[src/design/osa_pkg.sv]
// Shared types and constants for the overlap susceptibility accumulator.
package osa_pkg;

    localparam int COORD_W   = 24;
    localparam int DIFF_W    = COORD_W + 1;
    localparam int SQ_AXIS_W = 2 * COORD_W;
    localparam int R2_W      = SQ_AXIS_W + 2;

    localparam int OVL_W   = 52;
    localparam int ATOMS_W = 17;
    localparam int FRAMES_W = 13;
    localparam int VOL_W   = 40;
    localparam int DIM_W   = 2;

    localparam int HITS_W  = 17;
    localparam int SUM_W   = 29;
    localparam int SQSUM_W = 45;

    localparam int MEAN_W  = 17;
    localparam int SUS_W   = 48;

    localparam int QUEUE_DEPTH = 4;
    localparam int QPTR_W      = $clog2(QUEUE_DEPTH);

    // Register indexes on the configuration port
    localparam logic [2:0] REG_OVERLAP_SQ = 3'd0;
    localparam logic [2:0] REG_ATOM_COUNT = 3'd1;
    localparam logic [2:0] REG_FRAMES     = 3'd2;
    localparam logic [2:0] REG_VOLUME     = 3'd3;
    localparam logic [2:0] REG_DIMENSIONS = 3'd4;

    // Classified atom passed from front to back
    typedef struct packed {
        logic hit;
        logic frame_end;
        logic lag_end;
    } osa_item_t;

endpackage

[src/design/osa_front.sv]
// Front end: accepts atoms, forms squared displacement, classifies overlap.
module osa_front
    import osa_pkg::*;
(
    input  logic                clk,
    input  logic                rst_n,
    input  logic                s_tvalid,
    output logic                s_tready,
    input  logic [143:0]        s_tdata,
    input  logic                s_tlast,
    input  logic                s_tuser,
    input  logic [DIM_W-1:0]    dims,
    input  logic [OVL_W-1:0]    ovl,
    input  logic                q_full,
    output logic                q_push,
    output osa_item_t           q_item
);

    logic                     advance;
    logic                     v1_reg, v2_reg;
    logic signed [DIFF_W-1:0] d_reg [3];
    logic [SQ_AXIS_W-1:0]     sq_reg [3];
    logic                     fe1_reg, le1_reg, fe2_reg, le2_reg;
    logic [R2_W-1:0]          r2;

    assign advance  = !v2_reg || !q_full;
    assign s_tready = advance;

    // Advance the valid bits of both stages together
    always_ff @(posedge clk or negedge rst_n)
    begin
        if (!rst_n)
        begin
            v1_reg <= 1'b0;
            v2_reg <= 1'b0;
        end
        else if (advance)
        begin
            v1_reg <= s_tvalid;
            v2_reg <= v1_reg;
        end
    end

    // Stage 1: per-axis difference, dropped axes forced to zero
    always_ff @(posedge clk)
    begin
        if (advance)
        begin
            for (int k = 0; k < 3; k++)
            begin
                if (dims > DIM_W'(k))
                    d_reg[k] <= DIFF_W'($signed(s_tdata[k*COORD_W +: COORD_W]))
                              - DIFF_W'($signed(s_tdata[(k+3)*COORD_W +: COORD_W]));
                else
                    d_reg[k] <= '0;
            end
            fe1_reg <= s_tlast;
            le1_reg <= s_tuser;
        end
    end

    // Stage 2: square each axis
    always_ff @(posedge clk)
    begin
        if (advance)
        begin
            for (int k = 0; k < 3; k++)
                sq_reg[k] <= SQ_AXIS_W'(d_reg[k] * d_reg[k]);
            fe2_reg <= fe1_reg;
            le2_reg <= le1_reg;
        end
    end

    // Sum and compare against the overlap length, then transfer to the queue
    assign r2 = R2_W'(sq_reg[0]) + R2_W'(sq_reg[1]) + R2_W'(sq_reg[2]);

    assign q_push           = v2_reg && !q_full;
    assign q_item.hit       = OVL_W'(r2) <= ovl;
    assign q_item.frame_end = fe2_reg;
    assign q_item.lag_end   = le2_reg;

endmodule

[config.mk]
export PLATFORM = sky130hd
export DESIGN_NAME = osa_front
export DESIGN_NICKNAME = d
export VERILOG_FILES = /design/src/design/osa_pkg.sv /design/src/design/osa_front.sv
export SDC_FILE = /design/constraint.sdc
export NUM_CORES = 2
export LEC_CHECK = 0
export BUFFER_PORTS_ARGS = -buffer_cell sky130_fd_sc_hd__buf_2
export CAP_MARGIN = 10
export CORE_AREA = 5 5 473 335
export CTS_BUF_LIST = sky130_fd_sc_hd__clkbuf_4 sky130_fd_sc_hd__clkbuf_8
export CTS_CLUSTER_SIZE = 24
export DETAILED_ROUTE_END_ITERATION = 7
export DIE_AREA = 0 0 478 340
export PLACE_DENSITY_LB_ADDON = 0.1
export SYNTH_ARGS = -nofsm -noshare
export SYNTH_HDL_FRONTEND = slang
export SYNTH_SLANG_ARGS = --single-unit
[constraint.sdc]
create_clock -name clk -period 10 [get_ports clk]
set_clock_uncertainty 0.15 [all_clocks]
set_input_delay 2 -clock clk [delete_from_list [all_inputs] [get_ports clk]]
set_output_delay 2 -clock clk [all_outputs]
set_load 0.005 [all_outputs]
==> results.tsv <==
metric	value	unit
hold_sp	le1_reg$_DFFE_PP_	
Worst path slowest cell	o31ai_1	
Final setup viols	0	
Die Span Y	340	um
Worst Path Arrival	7.15	ns
vias in the first global route	55112	
Layout area overhead	6.12	%
WHS Path Cells	0	
Final Wtd Congestion	0.918	
Die ar.	163000	um2
postcts setup bufs	0	
setup TNS	0	ns
Rows	121	
Worst-Skew Late Latency	0.73	ns
R2R cell count	27	
maxcap violations	0	
Overflow after GRT	0	
total CTS buffers	42	
DP HPWL	172	mm
antenna viol nets, final	0	
GR Util All Layers	25.2	%
die width	478	um
Cell variety after synth	81	
Critical Path Max Stage Delay	0.61	ns
Worst Path Required	7.85	ns
f_max	107	MHz
Max Slew Vio Count	0	
post-place setup slack	1.37	ns
synthesized cell area	74800	um2
CP bufs+invs	1	
Layout Utilization	51.5	%
Clk pin slew, worst setup/hold paths	0.06	ns
cell taking the most area after synthesis	fa_1	
DR WL/cell	19.8	um
Seq cells post-synth	222	
share of the synthesized area in the top cell type	48.9	%
relative slew slack	26.9	%
Worst-Margin Slew	1.10	ns
largest net degree at the start of global routing	66	
reg-to-reg startpoint	d_reg[0][6]$_SDFFCE_PP0P_	
max FFs per register	141	
Synth area leaders	fa_1, inv_1, ha_1	
drt pass-1 iters	5	
worst setup margin	0.695	ns
Setup crit end kind	primary output	
Starting DRT DRC Count	3200	
Clock Root Buffer	clkbuf_8	
Vias/cell	5.11	
syn_area_per_cell	9.72	um2
CP startpoint kind	flop	
fin area	79300	um2
RSZ-0062 raised after global routing	false	
Crit path top cell by count	a21oi_1	
# DRC	0	
Hold EP	le2_reg$_DFFE_PP_	
Post-synth ARST share	0.901	%
synthesized instance count	7690	
YS warnings	0	
port buffer count	208	
slack of the worst reg-to-reg path	1.22	ns
# fillers	14370	
share of layout cells above drive strength 1	5.35	%
# H-tree levels	2	
clock buffer depth	3	
vias	50692	
# hold bufs at CTS	0	
final worst path period need	9.30	ns
Post-DP Area	78500	um2
WS Path Type	flop to primary output	
routed wire length	196	mm
Post-synth top cells	inv_1, fa_1, ha_1, nand2_1, and2_1	
type of the worst min-delay path	flop to flop	
crit-path cells	fa_1 > ha_1 > nand3_1 > o221ai_1 > a21oi_1 > o31ai_2 > a21oi_1 > o31ai_1 > a211o_1 > nand4_1 > a21oi_1 > a221oi_1 > xnor2_1 > ha_1 > nand4_1 > or4_1 > nor3_1 > nand2_1 > nor2_1 > nor2_1 > a21oi_1 > buf_2	
Hold Fails Final Rpt	0	
antenna violations before repair	18	
Worst Path Max Fanout	5	
clock tree from TritonCTS	done	
# IOs	209	
run status	completed	
most common cell in the synthesized netlist	inv_1	
nets@finish	10503	
Top FF cell, synth	edfxtp_1	
CP top delay family	compound AO/OA/AOI/OAI gates	
cts repair resizes	0	
clk sinks	222	
Post-synth EDFFs	195	
Initial Utilization	48.6	%
Core Footprint	154000	um2
r2r endpoint	sq_reg[0][46]$_DFFE_PP_	
global-route wire length before repair	319	mm
fin crit share	93.0	%
Seq/Total Area, Yosys	8.57	%
==> metal layers <==
layer | share of wire [%] | vias up | track usage (%)
li1 | - | 23165 | -
met1 | 49 | 26043 | 40.1
met2 | 42 | 1330 | 36.6
met3 | 6.9 | 152 | 4.35
met4 | 1.8 | 2 | 4.32
met5 | 0.0066 | - | 0
==> area by class of cell <==
type                            instances  area [um2]  area share, %
Antenna cell                            5        12.5         0.0158
Clock buffer                           56         708          0.893
Clock inverter                         18         148          0.186
Inverter                             2228        8370           10.5
Multi-Input combinational cell       5048       59300           74.7
Sequential cell                       222        6410           8.07
Tap cell                             2029        2540           3.20
Timing Repair Buffer                  320        1880           2.37
==> per-stage QoR <==
stage,instances,hold WS [ns]
after floorplan,7691,0.250
after global placement,9845,0.252
after detailed placement,9847,0.259
after CTS,9921,0.272
after global routing,9925,0.279
final,9926,0.268
==> cell families (layout without fill, tap and decap cells) <==
kind of cell | count (synthesis) | after routing | synth area share, %
adder cells (fa/ha/maj) | 2437 | 2437 | 59.1
buffers and inverters | 2421 | 2622 | 12.2
AND/OR/NAND/NOR | 1558 | 1558 | 10.1
AO/OA/AOI/OAI | 748 | 748 | 6.48
XOR/XNOR | 297 | 297 | 3.48
flip-flops | 222 | 222 | 8.57
multiplexers | 5 | 5 | 0.0669
other | 2 | 8 | 0.0100
==> layout by cell type, fill, tap and decap left out, drive strengths merged, types with 33 or more instances in the layout <==
master     n
nor2b     84
o21bai    33
clkbuf    56
nand2    612
a21o     169
nor2     236
o21ai    138
nor3      42
ha       612
inv     2227
fa      1825
nand2b    58
edfxtp   195
o21a      35
a21oi    215
buf      320
nand3     49
and2     366
xor2      94
xnor2    203
and3      33
==> how the worst max path moves through the flow <==
stage	end	startpoint	slack, ns	depth (start not counted)
4_1_cts	q_item[2]	sq_reg[0][5]$_DFFE_PP_	0.72	22
6_report	q_item[2]	sq_reg[0][5]$_DFFE_PP_	0.70	22
3_3_place_gp	sq_reg[0][44]$_DFFE_PP_	d_reg[0][6]$_SDFFCE_PP0P_	0.90	27
3_5_place_dp	sq_reg[0][46]$_DFFE_PP_	d_reg[0][6]$_SDFFCE_PP0P_	1.37	27
5_1_grt	q_item[2]	sq_reg[0][5]$_DFFE_PP_	0.29	22
2_1_floorplan	s_tready	q_full	0.41	4
Power is not shown: default switching activity piles up to over one toggle a cycle in this logic, so the estimate is an artifact.
