--- src/design/osa_pkg.sv ---
// Shared types and constants for the overlap susceptibility accumulator.
package osa_pkg;

    localparam int COORD_W   = 24;
    localparam int DIFF_W    = COORD_W + 1;
    localparam int SQ_AXIS_W = 2 * COORD_W;
    localparam int R2_W      = SQ_AXIS_W + 2;

    localparam int OVL_W   = 52;
    localparam int ATOMS_W = 17;
    localparam int FRAMES_W = 13;
    localparam int VOL_W   = 40;
    localparam int DIM_W   = 2;

    localparam int HITS_W  = 17;
    localparam int SUM_W   = 29;
    localparam int SQSUM_W = 45;

    localparam int MEAN_W  = 17;
    localparam int SUS_W   = 48;

    localparam int QUEUE_DEPTH = 4;
    localparam int QPTR_W      = $clog2(QUEUE_DEPTH);

    // Register indexes on the configuration port
    localparam logic [2:0] REG_OVERLAP_SQ = 3'd0;
    localparam logic [2:0] REG_ATOM_COUNT = 3'd1;
    localparam logic [2:0] REG_FRAMES     = 3'd2;
    localparam logic [2:0] REG_VOLUME     = 3'd3;
    localparam logic [2:0] REG_DIMENSIONS = 3'd4;

    // Classified atom passed from front to back
    typedef struct packed {
        logic hit;
        logic frame_end;
        logic lag_end;
    } osa_item_t;

endpackage

--- src/design/osa_queue.sv ---
// Short queue of classified atoms between front and back.
module osa_queue
    import osa_pkg::*;
(
    input  logic      clk,
    input  logic      rst_n,
    input  logic      push,
    input  osa_item_t push_item,
    output logic      full,
    input  logic      pop,
    output logic      not_empty,
    output osa_item_t pop_item
);

    osa_item_t         mem_reg [QUEUE_DEPTH];
    logic [QPTR_W-1:0] wr_reg, rd_reg;
    logic [QPTR_W:0]   cnt_reg;

    assign full      = cnt_reg == (QPTR_W+1)'(QUEUE_DEPTH);
    assign not_empty = cnt_reg != '0;
    assign pop_item  = mem_reg[rd_reg];

    // Move pointers and occupancy
    always_ff @(posedge clk or negedge rst_n)
    begin
        if (!rst_n)
        begin
            wr_reg  <= '0;
            rd_reg  <= '0;
            cnt_reg <= '0;
        end
        else
        begin
            if (push)
                wr_reg <= wr_reg + 1'b1;
            if (pop)
                rd_reg <= rd_reg + 1'b1;
            if (push && !pop)
                cnt_reg <= cnt_reg + 1'b1;
            else if (pop && !push)
                cnt_reg <= cnt_reg - 1'b1;
        end
    end

    // Store entries
    always_ff @(posedge clk)
    begin
        if (push)
            mem_reg[wr_reg] <= push_item;
    end

endmodule

--- config.mk ---
export PLATFORM = sky130hd
export DESIGN_NAME = osa_queue
export DESIGN_NICKNAME = d
export VERILOG_FILES = /design/src/design/osa_pkg.sv /design/src/design/osa_queue.sv
export SDC_FILE = /design/constraint.sdc
export NUM_CORES = 1
export LEC_CHECK = 0
export BUFFER_PORTS_ARGS = -buffer_cell sky130_fd_sc_hd__buf_2
export CORE_AREA = 8 8 48 50
export CTS_CLUSTER_DIAMETER = 80
export DETAILED_ROUTE_END_ITERATION = 12
export DIE_AREA = 0 0 56 58
export PLACE_DENSITY = 0.86
export SLEW_MARGIN = 20
export SYNTH_ARGS = -nofsm -noshare
export SYNTH_HDL_FRONTEND = slang
export SYNTH_SLANG_ARGS = --single-unit
--- constraint.sdc ---
create_clock -name clk -period 2.8 [get_ports clk]
set_input_delay 0.56 -clock clk [delete_from_list [all_inputs] [get_ports clk]]
set_output_delay 0.56 -clock clk [all_outputs]
set_load 0.005 [all_outputs]
==> run metrics, run 1 <==
H-tree Lvls=1; critical path required time=between 2 and 2.5 ns; Synthesis Warnings=0; Die Y-Extent=between 50 and 60 um; Post-Syn Area per Cell=between 15 and 20 um2; period utilisation layout=0.722; NetSw=around 0.26 mW; largest net degree at the start of global routing=12; I/O pins=12; Max Cap Viol=0; fin. max-slew vios=0; number of diodes=0; CP Class=reg -> out; area of the multi-input gates=roughly 270 um2; Setup-failing EPs final=0; cell count of the worst reg-to-reg path=4; slowest CP cell=mux4_2; FF-to-FF setup slack=1.45 ns; Clk pwr share=0.154; CP Max Fanout=5; detailed router's first-iteration violation count=3; grt ovf=0; Int Pwr=0.589 mW; IO buf count=11; vias in the first global route=around 420; Adder-Cell Fraction of Synth Area=0.0994; Synth Area in Simple Gates=0.0602; first-pass GRT wire length=between 1.5 and 2 mm; clock latency on the worst-skew pair=between 0.2 and 0.3 ns; Post-CTS Hold Buffers=0; xor and xnor fraction of the mapped netlist area=0.0633; Hold Crit Class=in -> async; final hold violations=0; CP Buf/Inv Count=1; most frequent cells in the layout=edfxtp_1, buf_2, dfrtp_1; CP arrival=roughly 1.5 ns; Worst Skew=0.000977 ns; number of cell rows=15; Post-CTS Setup Bufs=0; Startpoint Class=register; CTS resizes=0; Die Footprint=0.00325 mm2; Pleak=a little under 0.4 nW; routed via count=~410; CTS root buffer=clkbuf_4; core area=about 0.0016 mm2; largest family of logic cells by synthesized area=adder cells; clock buffer depth=2; drt pass-1 iters=3; peak supply drop=between 0.4 and 0.5 mV; Area Overhead vs Synth=11.1%; total track usage=0.0737; most common cell after layout, fill and taps aside=edfxtp_1; GPL Wtd Cong=slightly below 0.7; nets@finish=78; Mapped Nets=63; crit path cell chain=mux4_2 -> buf_2; Fillers=~130; Worst path max stage delay=approximately 0.53 ns; total wire length=about 1.1 mm; f_max=495 MHz; Worst Slack Setup Final=about 0.78 ns; multiplexer area fraction after synthesis=0.0949; max reg flops=12; DIE WIDTH=roughly 56 um; sequential share of the synthesized area=0.645; drt via density=between 5 and 6; fin area=just over 900 um2; Seq pwr share=0.548; Residual DRC=0; compound-cell area share of the yosys netlist=0.00602; post-route setup TNS=0 ns; cell type with the largest total area after synthesis=edfxtp_1; Slew headroom=0.825; CTS Buf Count=3; DP Area=about 900 um2; Placement Setup Slack=about 0.96 ns; Non-Filler Instances=81; Switching Share=0.304; clock sinks=19; Post-Syn Area=between 800 and 900 um2; Yosys reg bits=19; CTS tree=done; Setup crit end kind=output pin; power per cell area=917 mW/mm2; Cells after Synth=50; Initial Utilization=0.515; status=finished clean; share of cells above drive strength 1=0.297; WL per Instance=between 10 and 15 um; Synth top area share=0.434; antenna-violating nets left=0; sequential cell area=between 500 and 600 um2; Worst R2R Start=cnt_reg[0]$_DFFE_PN0P_; CTS clock-pin slew for the worst setup and hold paths=around 0.10 ns; CP top delay family=multiplexers; initial antenna violation count=0; Slew @ Worst Pin=around 0.26 ns; reg2reg end=cnt_reg[2]$_DFFE_PN0P_; Final min period=between 2 and 2.5 ns; combinational fraction of design power=0.298; Netlist cell types=16; RSZ-0062 raised after global routing=no; largest cells by area after synthesis=edfxtp_1, dfrtp_1, mux4_2; Tot Pwr=approximately 0.85 mW; placed insts=slightly below 80
==> how the worst max path moves through the flow <==
| stage | slack, ns | to | cells past startpoint | startpoint |
|---|---|---|---|---|
| after floorplan | 1.17 | cnt_reg[2]$_DFFE_PN0P_ | 7 | pop |
| after global placement | 1.0 | cnt_reg[2]$_DFFE_PN0P_ | 7 | push |
| after detailed placement | 0.96 | cnt_reg[2]$_DFFE_PN0P_ | 7 | push |
| after CTS | 0.74 | pop_item[2] | 2 | rd_reg[0]$_DFFE_PN0P_ |
| after global routing | 0.69 | pop_item[1] | 2 | rd_reg[0]$_DFFE_PN0P_ |
| final | 0.78 | pop_item[2] | 2 | rd_reg[0]$_DFFE_PN0P_ |
==> final cells by class <==
| cell class | count | area share |
|---|---|---|
| Sequential cell | 19 | 0.580 |
| Clock inverter | 1 | 0.00542 |
| Inverter | 4 | 0.0163 |
| Tap cell | 17 | 0.0230 |
| Multi-Input combinational cell | 26 | 0.291 |
| Clock buffer | 3 | 0.0244 |
| Timing Repair Buffer | 11 | 0.0596 |
==> per-stage QoR <==
step / util / hold slack (ns)
CTS: 0.572 / 0.0850
finish: 0.572 / 0.0833
floorplan: - / 0.264
global route: 0.572 / 0.0733
global placement: 0.555 / 0.395
detailed placement: 0.555 / 0.400
==> power groups by stage <==
stage / Combinational, mW / Clock, mW / Sequential, mW
final: 0.252 / 0.131 / 0.464
after global routing: 0.290 / 0.150 / 0.479
after CTS: 0.261 / 0.135 / 0.468
after detailed placement: 0.258 / 0 / 0.475
after global placement: 0.246 / 0 / 0.470
after floorplan: 0.210 / 0 / 0.442
==> synth_stat cells (all sizes together) <==
| library cell | number |
|---|---|
| and2 | 4 |
| buf | 1 |
| dfrtp | 7 |
| edfxtp | 12 |
| fa | 1 |
| ha | 5 |
| inv | 4 |
| mux2 | 1 |
| mux4 | 3 |
| nand2 | 2 |
| nor2 | 1 |
| nor3b | 1 |
| o21ai | 1 |
| or3 | 1 |
| xnor2 | 2 |
| xor2 | 4 |
==> worst register-to-register path, cell delays in order (launching register included) <==
cell and delay [ns]:
dfrtp_1 0.44, fa_1 0.44, xor2_1 0.15, nor2_1 0.11, xor2_1 0.14
==> cells by family after synthesis <==
family                   count (synthesis)
AND/OR/NAND/NOR                          9
AO/OA/AOI/OAI                            1
XOR/XNOR                                 6
adder cells (fa/ha/maj)                  6
flip-flops                              19
buffers and inverters                    5
multiplexers                             4
==> per-layer routing <==
layer  track usage  wire length (um)
met4        0.0619                36
met5             0                 0
met2         0.113               570
met3        0.0175                29
met1        0.0854               504
No activity file was read; power rests on OpenSTA's default activity.
==> run 2, diff against run 1 <==
--- a/config.mk
+++ b/config.mk
@@ -5,12 +5,13 @@
 export SDC_FILE = /design/constraint.sdc
 export NUM_CORES = 1
 export LEC_CHECK = 0
+export ABC_AREA = 1
 export BUFFER_PORTS_ARGS = -buffer_cell sky130_fd_sc_hd__buf_2
-export CORE_AREA = 8 8 48 50
+export CORE_AREA = 8 8 50 52
 export CTS_CLUSTER_DIAMETER = 80
 export DETAILED_ROUTE_END_ITERATION = 12
-export DIE_AREA = 0 0 56 58
-export PLACE_DENSITY = 0.86
+export DIE_AREA = 0 0 58 60
+export PLACE_DENSITY = 0.84
 export SLEW_MARGIN = 20
 export SYNTH_ARGS = -nofsm -noshare
 export SYNTH_HDL_FRONTEND = slang
==> constraint.sdc (replaced) <==
create_clock -name clk -period 2 [get_ports clk]
set_input_delay 0.4 -clock clk [delete_from_list [all_inputs] [get_ports clk]]
set_output_delay 0.4 -clock clk [all_outputs]
set_load 0.005 [all_outputs]
==> run metrics, run 2 <==
Crit path top cell by count=nand2_1; Mapped Nets=95 (+51%); Final min period=~1.7 ns; Post-Syn Area=888 um2 (+6.9%); critical path required time=1.60 ns (-0.64 ns); I/O pins=12 (unchanged); detailed router's first-iteration violation count=15 (+12); antenna-violating nets left=0 (unchanged); Setup-failing EPs final=0 (unchanged); largest cells by area after synthesis=edfxtp_1, dfrtp_1, nand2_1; Setup crit end kind=output pin; drt via density=5.15 (+0.96%); Slew headroom=0.741 (-0.0838); first-pass GRT wire length=2.47 mm (+29%); period utilisation layout=0.848; Hold Crit Class=in -> reg; number of cell rows=16 (+1); Int Pwr=0.805 mW (+37%); IO buf count=11 (unchanged); Die Y-Extent=60 um (+3.4%); GPL Wtd Cong=0.820 (+19%); CTS Buf Count=3 (unchanged); fin area=992 um2 (+7.5%); Netlist cell types=15 (-1); initial antenna violation count=0 (unchanged); Die Footprint=0.00348 mm2 (+7.1%); Residual DRC=0 (unchanged); NetSw=0.467 mW (+81%); Post-synth ARST share=0.368 (unchanged); Area Overhead vs Synth=11.7%; H-tree Lvls=1 (unchanged); largest family of logic cells by synthesized area=simple AND/OR/NAND/NOR gates; clock sinks=19 (unchanged); peak supply drop=0.661 mV (+40%); Cells after Synth=82 (+64%); Clk pwr share=0.151 (-0.003); sequential share of the synthesized area=0.603 (-0.0418); Switching Share=0.367 (+0.0627); Initial Utilization=0.493 (-0.0217); drt pass-1 iters=4 (+1); Startpoint Class=register; clock latency on the worst-skew pair=0.30 ns (+0.02 ns); most common cell after layout, fill and taps aside=nand2_1; xor and xnor fraction of the mapped netlist area=0.0394 (-0.0238); slowest CP cell=dfrtp_1; DP Area=955 um2 (+6.6%); cell type with the largest total area after synthesis=edfxtp_1; final hold violations=0 (unchanged); hold slack=0.295 ns (+0.211 ns); most common cell in the netlist=nand2_1; max reg flops=12 (unchanged); RSZ-0062 raised after global routing=no; most frequent cells in the layout=nand2_1, inv_1, edfxtp_1; clock buffer depth=2 (unchanged); DIE WIDTH=58 um (+3.6%); Slew @ Worst Pin=0.389 ns (+0.126 ns); CTS root buffer=clkbuf_4; Synthesis Warnings=0 (unchanged); grt ovf=0 (unchanged); CTS clock-pin slew for the worst setup and hold paths=0.11 ns (about the same); HPWL Detailed=1.13 mm; Worst path max stage delay=0.59 ns (+0.06 ns); WL per Instance=12.4 um (-12%); CP Max Fanout=14 (+9); vias in the first global route=614 (+48%); compound-cell area share of the yosys netlist=0.0563 (+0.0503); routed via count=592 (+43%); Post-Syn Area per Cell=10.8 um2 (-35%); Main synth FF type=edfxtp_1; fin. max-slew vios=0 (unchanged); f_max=a little under 600 MHz; total wire length=1.43 mm (+26%); Yosys reg bits=19 (unchanged); post-route setup TNS=0 ns (unchanged); Pleak=0.496 nW (+29%); Post-synth top cells=nand2_1, inv_1, edfxtp_1, dfrtp_1, o211ai_1; core area=0.00180 mm2 (+12%); Synth Area in Simple Gates=0.120 (+0.0595); Adder-Cell Fraction of Synth Area=0.0930 (-0.00644); Post-CTS Setup Bufs=0 (unchanged); largest net degree at the start of global routing=15 (+3); crit path cell chain=nand2_1 -> o211ai_1 -> nand2_1 -> buf_2; share of cells above drive strength 1=0.155 (-0.142); power per cell area=1280 mW/mm2 (+40%); EDFF count, synth=12 (unchanged); CP Class=reg -> out; CP arrival=1.30 ns (-0.16 ns); Worst Skew=0.0137 ns (+0.0127 ns); total track usage=0.0950 (+0.0213); multiplexer area fraction after synthesis=0 (-0.0949); Max Cap Viol=0 (unchanged); CTS tree=done; nets@finish=111 (+42%); combinational fraction of design power=0.331 (+0.033); number of diodes=0 (unchanged); Synth top area share=0.406 (-0.0281); Seq pwr share=0.517 (-0.031); status=finished clean
-- run 2: cell count changes in the layout (fill, tap and decap cells not counted), sizes merged, moves of 3 or more --
cell / previous run / this run
nand2: 2 / 23
and2: 4 / 0
mux4: 3 / 0
o211ai: 0 / 6
inv: 4 / 18
-- run 2: metrics by stage --
| step | setup slack, ns | power [mW] | std cells | util |
|---|---|---|---|---|
| after global routing | 0.200 | 1.38 | 115 | 0.551 |
| after global placement | 0.469 | 1.06 | 110 | 0.530 |
| final | 0.304 | 1.27 | 115 | 0.551 |
| after CTS | 0.287 | 1.28 | 115 | 0.551 |
| after detailed placement | 0.403 | 1.09 | 110 | 0.530 |
| after floorplan | 0.641 | 0.952 | 82 | - |
-- run 2: timing repair --
item                                   CTS  global route
hold buffers                             1             0
endpoints found under the hold margin    7             0
resized for setup                        0             0
-- run 2: worst max-delay path: cells and delay by family, from the launching register on --
family	cells	cell delay, ns
flip-flops	1	0.59
buffers and inverters	1	0.13
AND/OR/NAND/NOR	2	0.17
AO/OA/AOI/OAI	1	0.09
-- run 2: power by group through the flow --
stage               Clock [mW]  Combinational (mW)  Sequential (mW)
floorplan                    0               0.331            0.621
global placement             0               0.397            0.658
detailed placement           0               0.426            0.663
CTS                      0.193               0.429            0.658
global route             0.211               0.496            0.677
finish                   0.193               0.421            0.658
-- run 2: final cells by class --
type | count | area [um2]
inverter | 18 | 67.6
fill | 159 | 810
clock inverter | 1 | 5.00
tap | 18 | 22.5
timing repair buffer | 12 | 65.1
clock buffer | 3 | 22.5
sequential | 19 | 536
multi-input combinational | 44 | 274
-- run 2: logic make-up (layout without fill, tap and decap cells) --
logic type                 Yosys count  in the layout
and+or+nand+nor                     27             27
DFF                                 19             19
adders and majority gates            6              6
AOI/OAI and AO/OA                    7              7
buffers and inverters               19             34
xor gates and xnor gates             4              4
-- run 2: layer usage --
metal / up-vias / wire length [um] / GRT usage / part of all wire
met3: 6 / 64 / 0.0301 / 0.045
met2: 14 / 742 / 0.170 / 0.52
met4: 0 / 39 / 0.0699 / 0.027
met5: - / 0 / 0 / 0
met1: 279 / 585 / 0.0891 / 0.41
li1: 293 / - / - / -
-- run 2: final timing paths --
path | start | to | slack, ns | cells past startpoint
setup / recovery | rd_reg[0]$_DFFE_PN0P_ | pop_item[0] | 0.30 | 4
hold / removal | pop | rd_reg[0]$_DFFE_PN0P_ | 0.29 | 2
setup reg to reg | cnt_reg[0]$_DFFE_PN0P_ | cnt_reg[2]$_DFFE_PN0P_ | 0.72 | 5
hold reg to reg | cnt_reg[2]$_DFFE_PN0P_ | cnt_reg[2]$_DFFE_PN0P_ | 0.53 | 2
max in group asynchronous | rst_n | wr_reg[0]$_DFFE_PN0P_ | 1.41 | 2
min in group asynchronous | rst_n | rd_reg[0]$_DFFE_PN0P_ | 0.44 | 2
